==> config.mk <==
export PLATFORM = sky130hd
export DESIGN_NAME = tpl_front
export DESIGN_NICKNAME = d
export VERILOG_FILES = /design/src/rtl/tpl_pkg.sv /design/src/rtl/tpl_front.sv
export SDC_FILE = /design/constraint.sdc
export NUM_CORES = 1
export LEC_CHECK = 0
export BUFFER_PORTS_ARGS = -buffer_cell sky130_fd_sc_hd__buf_2
export CAP_MARGIN = 25
export CORE_MARGIN = 5
export CORE_UTILIZATION = 52
export DETAILED_ROUTE_END_ITERATION = 8
export PLACE_DENSITY = 0.82
export SYNTH_ARGS = -nofsm -noshare
export SYNTH_HDL_FRONTEND = slang
export SYNTH_SLANG_ARGS = --single-unit
==> constraint.sdc <==
create_clock -name vclk -period 11.44
set_input_delay 2.86 -clock vclk [all_inputs]
set_output_delay 2.86 -clock vclk [all_outputs]
set_load 0.01 [all_outputs]
==> src/rtl/tpl_pkg.sv <==
// ----------------------------------------------------------------------------
// tpl_pkg
// Types and constants shared by the torus packet latency estimator.
// ----------------------------------------------------------------------------
package tpl_pkg;

  // Configuration register indexes
  typedef enum logic [2:0] {
    CFG_ENABLED    = 3'd0,
    CFG_RADIX      = 3'd1,
    CFG_DIMENSIONS = 3'd2,
    CFG_CHAN_WIDTH = 3'd3,
    CFG_HOP_COST   = 3'd4,
    CFG_CONT_SCALE = 3'd5
  } cfg_idx_e;

  localparam int unsigned CFG_DATA_W = 32;
  localparam int unsigned FNUM_W     = 20;   // len*8 + width - 1
  localparam int unsigned W_W        = 52;   // contention term, Q.16
  localparam logic [39:0] MAX40      = 40'hFF_FFFF_FFFF;

  typedef struct packed {
    logic        enabled;
    logic [8:0]  radix;
    logic [2:0]  dimensions;
    logic [8:0]  channel_width;
    logic [31:0] hop_cost;
    logic [15:0] contention_scale;
  } cfg_t;

  typedef struct packed {
    logic [15:0] src_node;
    logic [15:0] dst_node;
    logic [15:0] length_bytes;
    logic [15:0] utilization;
  } in_t;

  typedef struct packed {
    logic [39:0] latency_cycles;
    logic [39:0] contention_cycles;
    logic [31:0] flit_hops;
  } out_t;

  // Classified packet as held between front and back
  typedef struct packed {
    logic              zero;
    logic [15:0]       src;
    logic [15:0]       dst;
    logic [FNUM_W-1:0] fnum;
    logic [8:0]        fden;
    logic [31:0]       pnum;
    logic [16:0]       pden;
  } qent_t;

endpackage

==> src/rtl/tpl_front.sv <==
// ----------------------------------------------------------------------------
// tpl_front
// Accepts a packet, flags self-sends and disabled mode, and prepares the
// dividends and divisors for the flit count and the contention ratio.
// ----------------------------------------------------------------------------
module tpl_front import tpl_pkg::*; #(
  parameter int unsigned NODE_BITS = 16
) (
  input  cfg_t  cfg_i,
  input  logic  start_i,
  input  logic  full_i,
  input  in_t   req_i,
  output logic  push_o,
  output qent_t ent_o
);

  localparam logic [15:0] NODE_MASK =
    (NODE_BITS >= 16) ? 16'hFFFF : 16'((32'd1 << NODE_BITS) - 32'd1);

  logic [15:0] src, dst;
  logic [8:0]  width;

  // Transfer when the queue has room
  assign push_o = start_i && !full_i;

  // Classify and prepare operands
  always_comb begin
    src          = req_i.src_node & NODE_MASK;
    dst          = req_i.dst_node & NODE_MASK;
    width        = (cfg_i.channel_width == 9'd0) ? 9'd1 : cfg_i.channel_width;
    ent_o.zero   = !cfg_i.enabled || (src == dst);
    ent_o.src    = src;
    ent_o.dst    = dst;
    ent_o.fden   = width;
    ent_o.fnum   = {1'b0, req_i.length_bytes, 3'b000} + FNUM_W'(width) - FNUM_W'(1);
    ent_o.pnum   = 32'(req_i.utilization) * 32'(cfg_i.contention_scale);
    ent_o.pden   = 17'h1_0000 - {1'b0, req_i.utilization};
  end

endmodule

== After elaboration in Yosys (flattened, before gate mapping) ==
Cells that the tools add are included.
Word-level totals
  flip-flop bits (word level): 0
  input port bits: 136
  output and inout port bits: 112
  logic and storage cells: 11
Cells by class
  add/subtract/negate cells: 3
  multiply operators: 1
  equal/unequal tests: 1
  muxes and demuxes: 1
  reductions and logical operators: 5
Operators by type and width (number)
  $mul 16x16->32: 1
  $add 19x9->20: 1
  $sub 20x1->20 const B: 1
  $sub 17x16->17 const A: 1
  $eq 16x16->1: 1
  $logic_not 9->1: 1
  $mux 9: 1
  $logic_not 1->1: 2
  $logic_and 1x1->1: 1
  $logic_or 1x1->1: 1

== Depth between registers and ports, before layout ==
  depth in word-level cells: 4
  depth in mapped cells: 22
  mapped depth without buffers: 20

== Least setup slack after synthesis ==
No wires, ideal clock.
  kind: input -> output
  start: in req_i[8] in the netlist's numbering
  end: out ent_o[45] in the netlist's numbering
  data arrival time: 8.417 ns
  data required time: 8.580 ns
  setup slack: 0.163 ns
  cell stages on the path: 20
  path buffers: 3
  cells stage by stage: clkbuf_1 buf_1 nand2_1 fa_1 inv_1 fa_1 fa_1 fa_1 fa_1 inv_1 fa_1 inv_1 ha_1 clkbuf_2 nand2_1 a21oi_1 a211o_1 a211o_1 a31oi_2 mux2_1
RTL lines
  start, declared: line tpl_front.sv:12  | input in_t req_i,
  end, declared: line tpl_front.sv:14  | output qent_t ent_o

==> impl_metrics.env <==
export IMPL_status="finished clean"
export IMPL_synth_nets=1754
export IMPL_setup_violations=0
export IMPL_start_util_pct=52.55
export IMPL_ys_types=58
export IMPL_busiest_layer="met2"
export IMPL_drt_first_pass_iters=6
export IMPL_ant_nets=0
export IMPL_grt_ovfl_total=0
export IMPL_tightest_slew_ns=0.6247
export IMPL_fin_crit_sh_pct=98.44
export IMPL_min_path_cells=2
export IMPL_start_kind="input port"
export IMPL_routedWlPerCell_um=15.81
export IMPL_grt_max_degree=20
export IMPL_coreArea_um2=20100
export IMPL_synth_xor_area_share_pct=6.052
export IMPL_min_period_ns=11.26
export IMPL_drive_above_1_share_pct=19.42
export IMPL_crit_arrival_ns=8.40
export IMPL_die_h_um=152.5
export IMPL_met3_usage_pct=4.828
export IMPL_ys_seq_area_share_pct=0
export IMPL_track_usage_pct=22.75
export IMPL_crit_top_cell="fa_1"
export IMPL_multi_input_area_um2=9183
export IMPL_crit_path_end_kind="output port"
export IMPL_via_count=9086
export IMPL_die_area_um2=23270
export IMPL_hp_start="req_i[48]"
export IMPL_synth_compound_area_share_pct=8.694
export IMPL_antenna_found_initial=0
export IMPL_max_stage_delay_ns=0.56
export IMPL_synth_simple_area_share_pct=18.55
export IMPL_yosys_warnings=0
export IMPL_num_io_pins=248
export IMPL_mappedNetlistArea_um2=10560
export IMPL_n_fill_cell=1720
export IMPL_tns_ns=0
export IMPL_antenna_cells=0
export IMPL_regArea_um2=0
export IMPL_hold_class="in -> out"
export IMPL_muxShareOfSynthArea_pct=0.2132
export IMPL_use_met1_pct=28.86
export IMPL_synth_top_family_by_area="adder cells"
export IMPL_rows=52
export IMPL_maxSlewViolCount=0
export IMPL_design_seq_count=0
export IMPL_drt_iter0_markers=575
export IMPL_cp_slowest_cell="fa_1"
export IMPL_portBuffers=204
export IMPL_drcViolationCount=0
export IMPL_wirelength_mm=27.06
export IMPL_synth_cells=1294
export IMPL_grt_first_pass_wirelength_mm=44.91
export IMPL_synthAdderAreaFrac_pct=52.23
export IMPL_gp_congestion=0.9133
export IMPL_avgSynthCellArea_um2=8.164
export IMPL_via_per_inst=5.307
export IMPL_max_cap_viol_count=0
export IMPL_fmax_mhz=88.80
export IMPL_whs_endpoint="ent_o[94]"
export IMPL_n_clock_buffer=0
export IMPL_area_growth_synth_to_final_pct=12.54
export IMPL_slew_headroom_pct=58.35
export IMPL_critical_path_buf_inv_count=6
export IMPL_hold_viol=0
export IMPL_nets=1904
export IMPL_grtUsageMet2_pct=40.20
export IMPL_required_ns=8.58
export IMPL_critical_path_class="in -> out"
export IMPL_cp_max_fo=16
export IMPL_grt_pass1_vias=9549
export IMPL_dp_hpwl_mm=23.67
export IMPL_crit_chain="buf_2, nand2_1, fa_1, fa_1, inv_1, fa_1, fa_1, fa_1, inv_1, fa_1, inv_1, ha_2, buf_4, nand3_1, o211ai_1, nor4_2, a21oi_2, a221oi_2, xnor2_1, buf_2"
export IMPL_cp_top_family="adder cells"
export IMPL_fp_dieW_um=152.5
-- per-stage QoR --
step                utilization [%]  setup slack, ns  hold slack (ns)  cell area, µm²  instances
floorplan                         -           0.1627            5.766           10560       1294
global placement              58.40          0.07957            5.931           11740       1711
detailed placement            58.40          0.06124            5.932           11740       1711
CTS                           58.40          0.02923            5.933           11740       1711
global route                  59.14         -0.04487            5.945           11890       1712
finish                        59.14           0.1789            5.932           11890       1712
-- per-layer routing --
layer / share of wire (%) / wire (µm)
met1: 40 / 10700
met2: 48 / 13080
met3: 9.5 / 2576
met4: 2.6 / 706
met5: 0 / 0
-- cells in the mapped netlist (22+ instances only) --
cell | n | area (µm²)
a21oi_1 | 37 | 185.2
and2_1 | 122 | 763.2
buf_4 | 33 | 247.7
clkbuf_1 | 60 | 225.2
fa_1 | 195 | 3904
ha_1 | 129 | 1614
inv_1 | 265 | 994.7
nand2_1 | 172 | 645.6
nor2_1 | 29 | 108.9
o21ai_0 | 22 | 110.1
xnor2_1 | 33 | 289.0
xor2_1 | 40 | 350.3
-- final cells by class --
cell class	count	area share, %
Inverter	265	8.367
Multi-Input combinational cell	928	77.24
Tap cell	270	2.842
Timing Repair Buffer	249	11.56
-- repair_timing --
item / CTS / global route
gates resized for setup: 0 / 29
setup endpoints to repair: 0 / 12
hold buffers: 0 / 0
buffers inserted: 0 / 1
-- cell families (layout without fill, tap and decap cells) --
kind of cell | count (synthesis) | in the layout
AO/OA/AOI/OAI | 132 | 132
buffers and inverters | 366 | 514
adder cells (fa/ha/maj) | 324 | 324
multiplexers | 2 | 2
AND/OR/NAND/NOR | 397 | 397
XOR/XNOR | 73 | 73
-- placed cells by master, fill, tap and decap left out, types with 3 or more instances in the layout --
master / instances
ha_1: 123
fa_1: 195
a211oi_1: 6
and2_1: 121
xor2_1: 40
a21o_1: 18
o21bai_1: 5
buf_2: 198
inv_1: 265
xnor2_1: 33
nor2_1: 28
a31oi_1: 6
nor4_1: 10
buf_4: 46
o21ai_0: 21
a211o_1: 4
a21oi_2: 5
ha_2: 4
a21oi_1: 33
nand2_1: 172
nand3_1: 17
nor3_1: 11
nor2b_1: 8
a311oi_1: 3
and3_1: 6
nand2b_1: 4
nand4_1: 8
o211ai_1: 4
clkbuf_4: 5
-- worst max path at each step --
stage / end / slack, ns / depth (start not counted) / startpoint
2_1_floorplan: ent_o[45] / 0.16 / 20 / req_i[8]
3_3_place_gp: ent_o[46] / 0.08 / 19 / req_i[8]
3_5_place_dp: ent_o[45] / 0.06 / 20 / cfg_i[4]
4_1_cts: ent_o[44] / 0.03 / 21 / req_i[8]
5_1_grt: ent_o[46] / -0.04 / 21 / cfg_i[4]
6_report: ent_o[46] / 0.18 / 20 / cfg_i[3]
Power is not shown: default switching activity piles up to over one toggle a cycle in this logic, so the estimate is an artifact.
