[src/rtl/tpl_pkg.sv]
// ----------------------------------------------------------------------------
// tpl_pkg
// Types and constants shared by the torus packet latency estimator.
// ----------------------------------------------------------------------------
package tpl_pkg;

  // Configuration register indexes
  typedef enum logic [2:0] {
    CFG_ENABLED    = 3'd0,
    CFG_RADIX      = 3'd1,
    CFG_DIMENSIONS = 3'd2,
    CFG_CHAN_WIDTH = 3'd3,
    CFG_HOP_COST   = 3'd4,
    CFG_CONT_SCALE = 3'd5
  } cfg_idx_e;

  localparam int unsigned CFG_DATA_W = 32;
  localparam int unsigned FNUM_W     = 20;   // len*8 + width - 1
  localparam int unsigned W_W        = 52;   // contention term, Q.16
  localparam logic [39:0] MAX40      = 40'hFF_FFFF_FFFF;

  typedef struct packed {
    logic        enabled;
    logic [8:0]  radix;
    logic [2:0]  dimensions;
    logic [8:0]  channel_width;
    logic [31:0] hop_cost;
    logic [15:0] contention_scale;
  } cfg_t;

  typedef struct packed {
    logic [15:0] src_node;
    logic [15:0] dst_node;
    logic [15:0] length_bytes;
    logic [15:0] utilization;
  } in_t;

  typedef struct packed {
    logic [39:0] latency_cycles;
    logic [39:0] contention_cycles;
    logic [31:0] flit_hops;
  } out_t;

  // Classified packet as held between front and back
  typedef struct packed {
    logic              zero;
    logic [15:0]       src;
    logic [15:0]       dst;
    logic [FNUM_W-1:0] fnum;
    logic [8:0]        fden;
    logic [31:0]       pnum;
    logic [16:0]       pden;
  } qent_t;

endpackage

[src/rtl/tpl_queue.sv]
// ----------------------------------------------------------------------------
// tpl_queue
// Two-entry queue between the front and the back.
// ----------------------------------------------------------------------------
module tpl_queue import tpl_pkg::*; (
  input  logic  clk_i,
  input  logic  rst_ni,
  input  logic  push_i,
  input  qent_t ent_i,
  input  logic  pop_i,
  output logic  full_o,
  output logic  empty_o,
  output qent_t head_o
);

  qent_t      mem_q [2];
  logic       wp_q, rp_q;
  logic [1:0] cnt_q;
  logic       do_pop;

  assign full_o  = (cnt_q == 2'd2);
  assign empty_o = (cnt_q == 2'd0);
  assign head_o  = mem_q[rp_q];
  assign do_pop  = pop_i && !empty_o;

  // Advance pointers and count
  always_ff @(posedge clk_i or negedge rst_ni) begin
    if (!rst_ni) begin
      wp_q  <= 1'b0;
      rp_q  <= 1'b0;
      cnt_q <= 2'd0;
    end else begin
      if (push_i) wp_q <= !wp_q;
      if (do_pop) rp_q <= !rp_q;
      cnt_q <= cnt_q + 2'(push_i) - 2'(do_pop);
    end
  end

  // Store entries
  always_ff @(posedge clk_i) begin
    if (push_i) mem_q[wp_q] <= ent_i;
  end

endmodule

[config.mk]
export PLATFORM = sky130hd
export DESIGN_NAME = tpl_queue
export DESIGN_NICKNAME = d
export VERILOG_FILES = /design/src/rtl/tpl_pkg.sv /design/src/rtl/tpl_queue.sv
export SDC_FILE = /design/constraint.sdc
export NUM_CORES = 1
export LEC_CHECK = 0
export BUFFER_PORTS_ARGS = -buffer_cell sky130_fd_sc_hd__buf_2
export CORE_UTILIZATION = 40
export DETAILED_ROUTE_END_ITERATION = 10
export HOLD_SLACK_MARGIN = 0.02
export PLACE_DENSITY = 0.74
export SLEW_MARGIN = 15
export SYNTH_ARGS = -nofsm -noshare
export SYNTH_HDL_FRONTEND = slang
export SYNTH_SLANG_ARGS = --single-unit
[constraint.sdc]
create_clock -name clk_i -period 13.25 [get_ports clk_i]
set_input_delay 1.325 -clock clk_i [delete_from_list [all_inputs] [get_ports clk_i]]
set_output_delay 1.325 -clock clk_i [all_outputs]
set_load 0.1 [all_outputs]
=== Yosys cells after proc, flatten, opt, wreduce, memory -nomap -nowiden ===
Memory sizes are Yosys's and may differ from the RTL's.
Index checks and enable logic that the tools add are counted.

* RAM bits: 222
* Memories kept: 1
* Register bits: 4
* Input port bits: 115
* Bits in latches: 0
* Logic and storage cells: 14
* Output and inout port bits: 113
* Bits in read-only memories: 0

* Equal/unequal tests: 1
* Divide/modulo/power cells: 0
* Multipliers: 0
* Reductions and logical operators: 5
* Shifts and indexed selects: 0
* Bitwise gates (word level): 0
* $lt $le $gt $ge: 0
* Muxes and demuxes: 2
* Add/subtract/negate cells: 2

{| class="wikitable"
|+ Memory list
! name !! depth !! width !! rd ports !! clocked after memory_dff !! wr ports !! line !! text
|-
| mem_q || 2 || 111 || 1 || 0 || 1 || tpl_queue.sv:16 || <nowiki>qent_t mem_q [2];</nowiki>
|}

{| class="wikitable"
|+ Operators by type and width
! kind !! number
|-
| 1-bit zero test || 3
|-
| 2-bit by 1-bit adder with 2-bit output || 1
|-
| 2-bit == test, second input constant || 1
|-
| 2-bit zero test || 1
|-
| 1-bit two-way mux || 2
|-
| 2-bit by 1-bit subtractor with 2-bit output || 1
|-
| 1-bit logical AND || 1
|}

=== Longest topological paths before layout ===
Gate-level depths: netlist (run 1).

* Depth after elaboration: 4
* Depth in mapped cells: 6
* Mapped depth without buffers: 6

=== Least setup slack after synthesis (run 1) ===
OpenSTA, ideal clock, no wires.

* Kind: input-to-reg
* From: in push_i
* To: mem mem_q[0][0] (netlist bit) (enable)
* Data required time: 12655 ps
* Buffers on the path: 0
* Setup time: 595 ps
* Setup slack: 6508 ps
* Data arrival time: 6147 ps
* Stages: 1
* Cell sequence: nor2b_1

* Word-level cells in the longest chain between the ends: 2

{| class="wikitable"
|+ Ends and longest elaborated chain
! item !! line !! text
|-
| start: declaration || tpl_queue.sv:8 || <nowiki>input logic push_i,</nowiki>
|-
| 1-bit two-way mux || tpl_queue.sv:41 || <nowiki>if (push_i) mem_q[wp_q] <= ent_i;</nowiki>
|-
| 1-bit two-way mux (not written as such) || tpl_queue.sv:41 ||
|-
| end: declaration || tpl_queue.sv:16 ||
|}

No other way between the ends.

==> results.yml, run 1 <==
outcome:
  status: "finished, final reports clean"
die:
  io_pins: 228
  initial_utilization: 0.408
  die_outline_height_um: 145
  die-width_um: 145
  core_region_area_um2: 20200
  number_of_placement_rows: 52
  dieArea_um2: 21100
worst_hold_path:
  hold_path.class: "reg -> reg"
timing:
  final_period_minus_worst_setup_slack_ps: 4290
  maxSlewViolCount: 0
  timing.final.hold_violations: 0
  period_share: 0.324
  tightestPinTransition_ps: 822
  rsz0062_at_grt: "no"
  fin_skew_ps: 15.4
  worst_slew_margin_rel: 0.452
  hold_slack_ps: 578
  fmax_mhz: 233
  setup_ws_ps: 8960
  fin_setup_tns_ps: 0
  setup_viol: 0
drt:
  drtIter0Drc: 106
  drt_drc_violations_left: 0
  num_vias: 4176
  detail-route-antenna-nets: 0
  avgViaCountPerCell: 4.69
  drt_pre_antenna_iters: 4
  detail_route.wirelength_mm: 15.0
  routed_wire_length_per_instance_um: 16.8
placed_design:
  gp_congestion: 0.759
  post-dp-hpwl_mm: 9.82
  preCtsSetupSlack_ps: 9430
  io_buffers: 227
cts:
  clkSinkCount: 226
  clkLatencyLatePin_ps: 500
  clkSlewWorstSetupHoldPaths_ps: 60
  cts.hold.buffers_added: 0
  clk_path_buf_depth: 3
  tritoncts: "yes"
  cts_inserted_buffers: 23
  cts_root_buffer: "sky130_fd_sc_hd__clkbuf_16"
  post-cts-setup-buffers: 0
  cts_htree_levels: 1
  cts-resized-gates: 0
logic_synthesis:
  synth_largest_area_cell: "sky130_fd_sc_hd__edfxtp_1"
  synthXorXnorAreaFrac: 0.00426
  synth.ff_latch_count: 226
  synth_sequential_area_ratio: 0.823
  yosysTopAreaCellShare: 0.810
  ys_top_cells_by_area: "sky130_fd_sc_hd__edfxtp_1 81%, sky130_fd_sc_hd__mux2_2 15%, sky130_fd_sc_hd__dfrtp_1 1.2%"
  mappedNetlistNets: 479
  synth_compound_gate_area_share: 0.000913
  ys.warnings.count: 0
  post_synth_fa_ha_maj_area_fraction: 0.00304
  netlist-cell-type-count: 14
  netlist_area_um2: 8230
  syn-mean-instance-area_um2: 22.7
  synthesis.instances: 362
  synth-simple-area-share: 0.00274
  mux_cell_area_share_after_synthesis: 0.152
  synth_top_family_by_area: "multiplexers"
layout:
  antenna_cells_inserted: 0
  area_growth_syn_to_layout_pct: 25.2
  post-route-util: 0.511
  fin_nets: 723
  post_route_cells_drive_above_1_share: 0.602
global_routing:
  grt_overflow: 0
  gr-usage-all-layers: 0.142
  grt_antenna_before_repair: 0
  grt_pass1_vias: 4615
  global_route_wire_length_before_repair_mm: 23.5
  grt_start_max_net_pins: 61
job:
  max-cap-violations: 0
setup_path:
  crit_required_ps: 11930
  path_cells: "buf_4, mux2_2, buf_2"
  endpoint_kind: "primary output"
  cp_slowest_cell: "sky130_fd_sc_hd__dfrtp_4"
  path_buf_inv: 2
  worst_path_dominant_cell_family: "buffers and inverters"
  startpoint_type: "register"
  maximum_fanout_count_along_the_critical_path: 60
  timing.setup.critical_path_class: "reg -> out"
  arrival_ps: 2970
  cpPeakStageDelay_ps: 870
[cells in the mapped netlist]
master                     instances
sky130_fd_sc_hd__xor2_1            2
sky130_fd_sc_hd__xnor2_1           2
sky130_fd_sc_hd__o21a_1            1
sky130_fd_sc_hd__edfxtp_1        222
sky130_fd_sc_hd__buf_6             8
sky130_fd_sc_hd__mux2_2          111
sky130_fd_sc_hd__nor2b_1           2
sky130_fd_sc_hd__dfrtp_1           4
sky130_fd_sc_hd__inv_1             2
sky130_fd_sc_hd__and2_1            1
sky130_fd_sc_hd__buf_4             1
sky130_fd_sc_hd__ha_1              2
sky130_fd_sc_hd__buf_2             3
sky130_fd_sc_hd__nor2_1            1
[final timing paths]
path | cells past startpoint | start | end | slack (ps)
max | 3 | rp_q | head_o[87] | 8960
min | 1 | wp_q | wp_q | 580
max reg2reg | 3 | wp_q | mem_q[0][29] | 10920
min reg2reg | 1 | wp_q | wp_q | 580
max in group asynchronous | 1 | rst_ni | rp_q | 12480
min in group asynchronous | 1 | rst_ni | rp_q | 630
[state kept, by name, summed over array words and instances (netlist names)]
name	count
mem_q	222
rp_q	1
wp_q	1
cnt_q	2
[metal layers]
layer	wire, um	vias up	global-route usage
met5	0	-	0
met4	257	0	0.0395
met3	1230	26	0.0433
met2	7620	164	0.257
met1	5890	2059	0.162
li1	-	1927	-
[cell families (layout without fill, tap and decap cells)]
logic type | Yosys count | count (layout)
flip-flops | 226 | 226
AO/OA/AOI/OAI | 1 | 1
buffers and inverters | 14 | 273
XOR/XNOR | 4 | 4
multiplexers | 111 | 111
AND/OR/NAND/NOR | 4 | 4
adder cells (fa/ha/maj) | 2 | 2
[layout by cell type, fill, tap and decap left out]
cell type and instances:
sky130_fd_sc_hd__xnor2_1 2, sky130_fd_sc_hd__ha_1 2, sky130_fd_sc_hd__buf_4 4, sky130_fd_sc_hd__o21a_1 1
sky130_fd_sc_hd__clkinv_1 4, sky130_fd_sc_hd__edfxtp_1 222, sky130_fd_sc_hd__clkbuf_1 7, sky130_fd_sc_hd__nor2b_4 1
sky130_fd_sc_hd__nor2_1 1, sky130_fd_sc_hd__clkinv_2 5, sky130_fd_sc_hd__xor2_1 2, sky130_fd_sc_hd__mux2_2 111
sky130_fd_sc_hd__and2_4 1, sky130_fd_sc_hd__clkbuf_16 23, sky130_fd_sc_hd__dfrtp_1 3, sky130_fd_sc_hd__nor2b_1 1
sky130_fd_sc_hd__buf_2 227, sky130_fd_sc_hd__bufinv_16 1, sky130_fd_sc_hd__dfrtp_4 1, sky130_fd_sc_hd__inv_1 2
[per-stage QoR]
stage / area (um^2) / std cells
after CTS: 10300 / 891
after global placement: 9630 / 851
final: 10300 / 891
after floorplan: 8230 / 362
after global routing: 10300 / 891
after detailed placement: 9630 / 851
[layout make-up]
| type | instances | area [um^2] |
|---|---|---|
| Multi-Input combinational cell | 122 | 1350 |
| Inverter | 2 | 7.51 |
| Tap cell | 270 | 338 |
| Timing Repair Buffer | 231 | 1170 |
| Fill cell | 1705 | 9870 |
| Sequential cell | 226 | 6770 |
| Clock inverter | 10 | 70.1 |
| Clock buffer | 30 | 602 |
Power of run 1 is not shown: default switching activity piles up to over one toggle a cycle in this logic, so the estimate is an artifact.
==> inputs of run 2 (changes only) <==
--- a/config.mk
+++ b/config.mk
@@ -9,7 +9,7 @@
 export CORE_UTILIZATION = 40
 export DETAILED_ROUTE_END_ITERATION = 10
 export HOLD_SLACK_MARGIN = 0.02
-export PLACE_DENSITY = 0.74
+export PLACE_DENSITY = 0.76
 export SLEW_MARGIN = 15
 export SYNTH_ARGS = -nofsm -noshare
 export SYNTH_HDL_FRONTEND = slang
==> constraint.sdc (replaced) <==
create_clock -name clk_i -period 3.5 [get_ports clk_i]
set_input_delay 0.35 -clock clk_i [delete_from_list [all_inputs] [get_ports clk_i]]
set_output_delay 0.35 -clock clk_i [all_outputs]
set_load 0.1 [all_outputs]
==> results.yml, run 2 (synthesis gave the netlist of run 1 again) <==
setup_path:
  endpoint_kind: "primary output"
  maximum_fanout_count_along_the_critical_path: 29
  arrival_ps: 2290
  timing.rr.end: "mem_q[1][34]"
  crit_required_ps: 3150
  launch_point_of_the_worst_reg_to_reg_path: "wp_q"
  worst-r2r-setup-slack_ps: 1630
  timing.setup.critical_path_class: "reg -> out"
  worst-r2r-cell-count: 2
  startpoint_type: "register"
timing:
  fin_skew_ps: 9.21
  period_share: 0.755
  worst_slew_margin_rel: 0.467
  setup_ws_ps: 856
  timing.final.hold_violations: 0
  setup_viol: 0
  fmax_mhz: 378
  maxSlewViolCount: 0
  fin_setup_tns_ps: 0
  tightestPinTransition_ps: 800
  rsz0062_at_grt: "no"
  final_period_minus_worst_setup_slack_ps: 2640
layout:
  fin_nets: 738
  area_growth_syn_to_layout_pct: 28.1
  post_route_cells_drive_above_1_share: 0.594
  reg_top3: "mem_q x222, cnt_q x2"
  largest_reg_flops: 222
  final_cell_mix: "227 x sky130_fd_sc_hd__buf_2, 222 x sky130_fd_sc_hd__edfxtp_1, 111 x sky130_fd_sc_hd__mux2_2"
  most_frequent_standard_cell_in_the_layout_excluding_fill_and_tap_cells: "sky130_fd_sc_hd__buf_2"
  finish.cell_count_without_fillers: 908
  largest_register: "mem_q"
cts:
  cts_htree_levels: 1
  tritoncts: "yes"
  post-cts-setup-buffers: 0
  clkLatencyLatePin_ps: 490
  cts_root_buffer: "sky130_fd_sc_hd__clkbuf_16"
  clk_path_buf_depth: 3
  clkSlewWorstSetupHoldPaths_ps: 60
  clkSinkCount: 226
  cts_inserted_buffers: 23
worst_hold_path:
  hold_start: "ent_i[23]"
  hold_path.class: "in -> reg"
  whs_path_depth: 1
  terminating_pin_of_the_worst_hold_path: "mem_q[1][23]"
drt:
  drt_pre_antenna_iters: 4
  num_vias: 4219
  avgViaCountPerCell: 4.65
  detail_route.wirelength_mm: 15.3
  drt_drc_violations_left: 0
  routed_wire_length_per_instance_um: 16.8
  detail-route-antenna-nets: 0
  drtIter0Drc: 145
job:
  max-cap-violations: 0
die:
  die-width_um: 145
  dieArea_um2: 21100
  io_pins: 228
  core_region_area_um2: 20200
  die_outline_height_um: 145
  number_of_placement_rows: 52
  initial_utilization: 0.408
global_routing:
  grt_start_max_net_pins: 59
  grt_pass1_vias: 4647
  grt_antenna_before_repair: 2
  grt_overflow: 0
  gr-usage-all-layers: 0.143
  global_route_wire_length_before_repair_mm: 23.7
placed_design:
  io_buffers: 227
  dp.cells: 852
  gp_congestion: 0.737
  post-dp-hpwl_mm: 10.0
  preCtsSetupSlack_ps: 1370
outcome:
  status: "finished, final reports clean"
[run 2: cell types whose count changed in the layout (fill, tap and decap cells not counted), sizes merged]
cell	previous run	this run
diode	0	2
bufinv	1	3
clkinvlp	0	1
clkbuf	30	27
buf	231	232
dlygate4sd3	0	14
[run 2: metrics by stage]
step | instance area, um^2 | hold WS [ps] | util
3_3_place_gp | 9660 | 160 | 0.479
5_1_grt | 10500 | 21.1 | 0.522
6_report | 10500 | 45.8 | 0.522
4_1_cts | 10500 | 20.0 | 0.522
2_1_floorplan | 8230 | 54.4 | -
3_5_place_dp | 9660 | 161 | 0.479
[run 2: final cells by class]
cell class	count	area, um^2
Sequential cell	226	6770
Antenna cell	2	5.00
Multi-Input combinational cell	122	1350
Fill cell	1622	9630
Clock inverter	13	138
Clock buffer	27	591
Timing Repair Buffer	246	1340
Tap cell	270	338
Inverter	2	7.51
[run 2: layer usage]
layer / global-route usage / vias to the layer above / routed length (um)
met3: 0.0524 / 33 / 1320
met2: 0.259 / 168 / 7760
li1: - / 1959 / -
met1: 0.155 / 2059 / 5730
met5: 0 / - / 0
met4: 0.0479 / 0 / 443
[run 2: worst max-delay path by stage]
stage / startpoint / endpoint / slack, ps / cells after the start
floorplan: wp_q / mem_q[1][0] / 40 / 1
global placement: rp_q / head_o[22] / 1410 / 3
detailed placement: rp_q / head_o[74] / 1370 / 3
CTS: rp_q / head_o[74] / 830 / 3
global route: rp_q / head_o[49] / 760 / 3
finish: rp_q / head_o[74] / 860 / 3
[run 2: worst max-delay path, cell delays in order, from the launching register on]
cell and delay [ps]:
sky130_fd_sc_hd__dfrtp_4 660, sky130_fd_sc_hd__buf_4 410, sky130_fd_sc_hd__mux2_2 390, sky130_fd_sc_hd__buf_2 290
[run 2: timing repair]
| item | CTS | global route |
|---|---|---|
| endpoints found under the hold margin | 28 | 0 |
| gates resized for setup | 0 | 0 |
| hold buffers | 14 | 0 |
Power of run 2 is left out for the same reason.
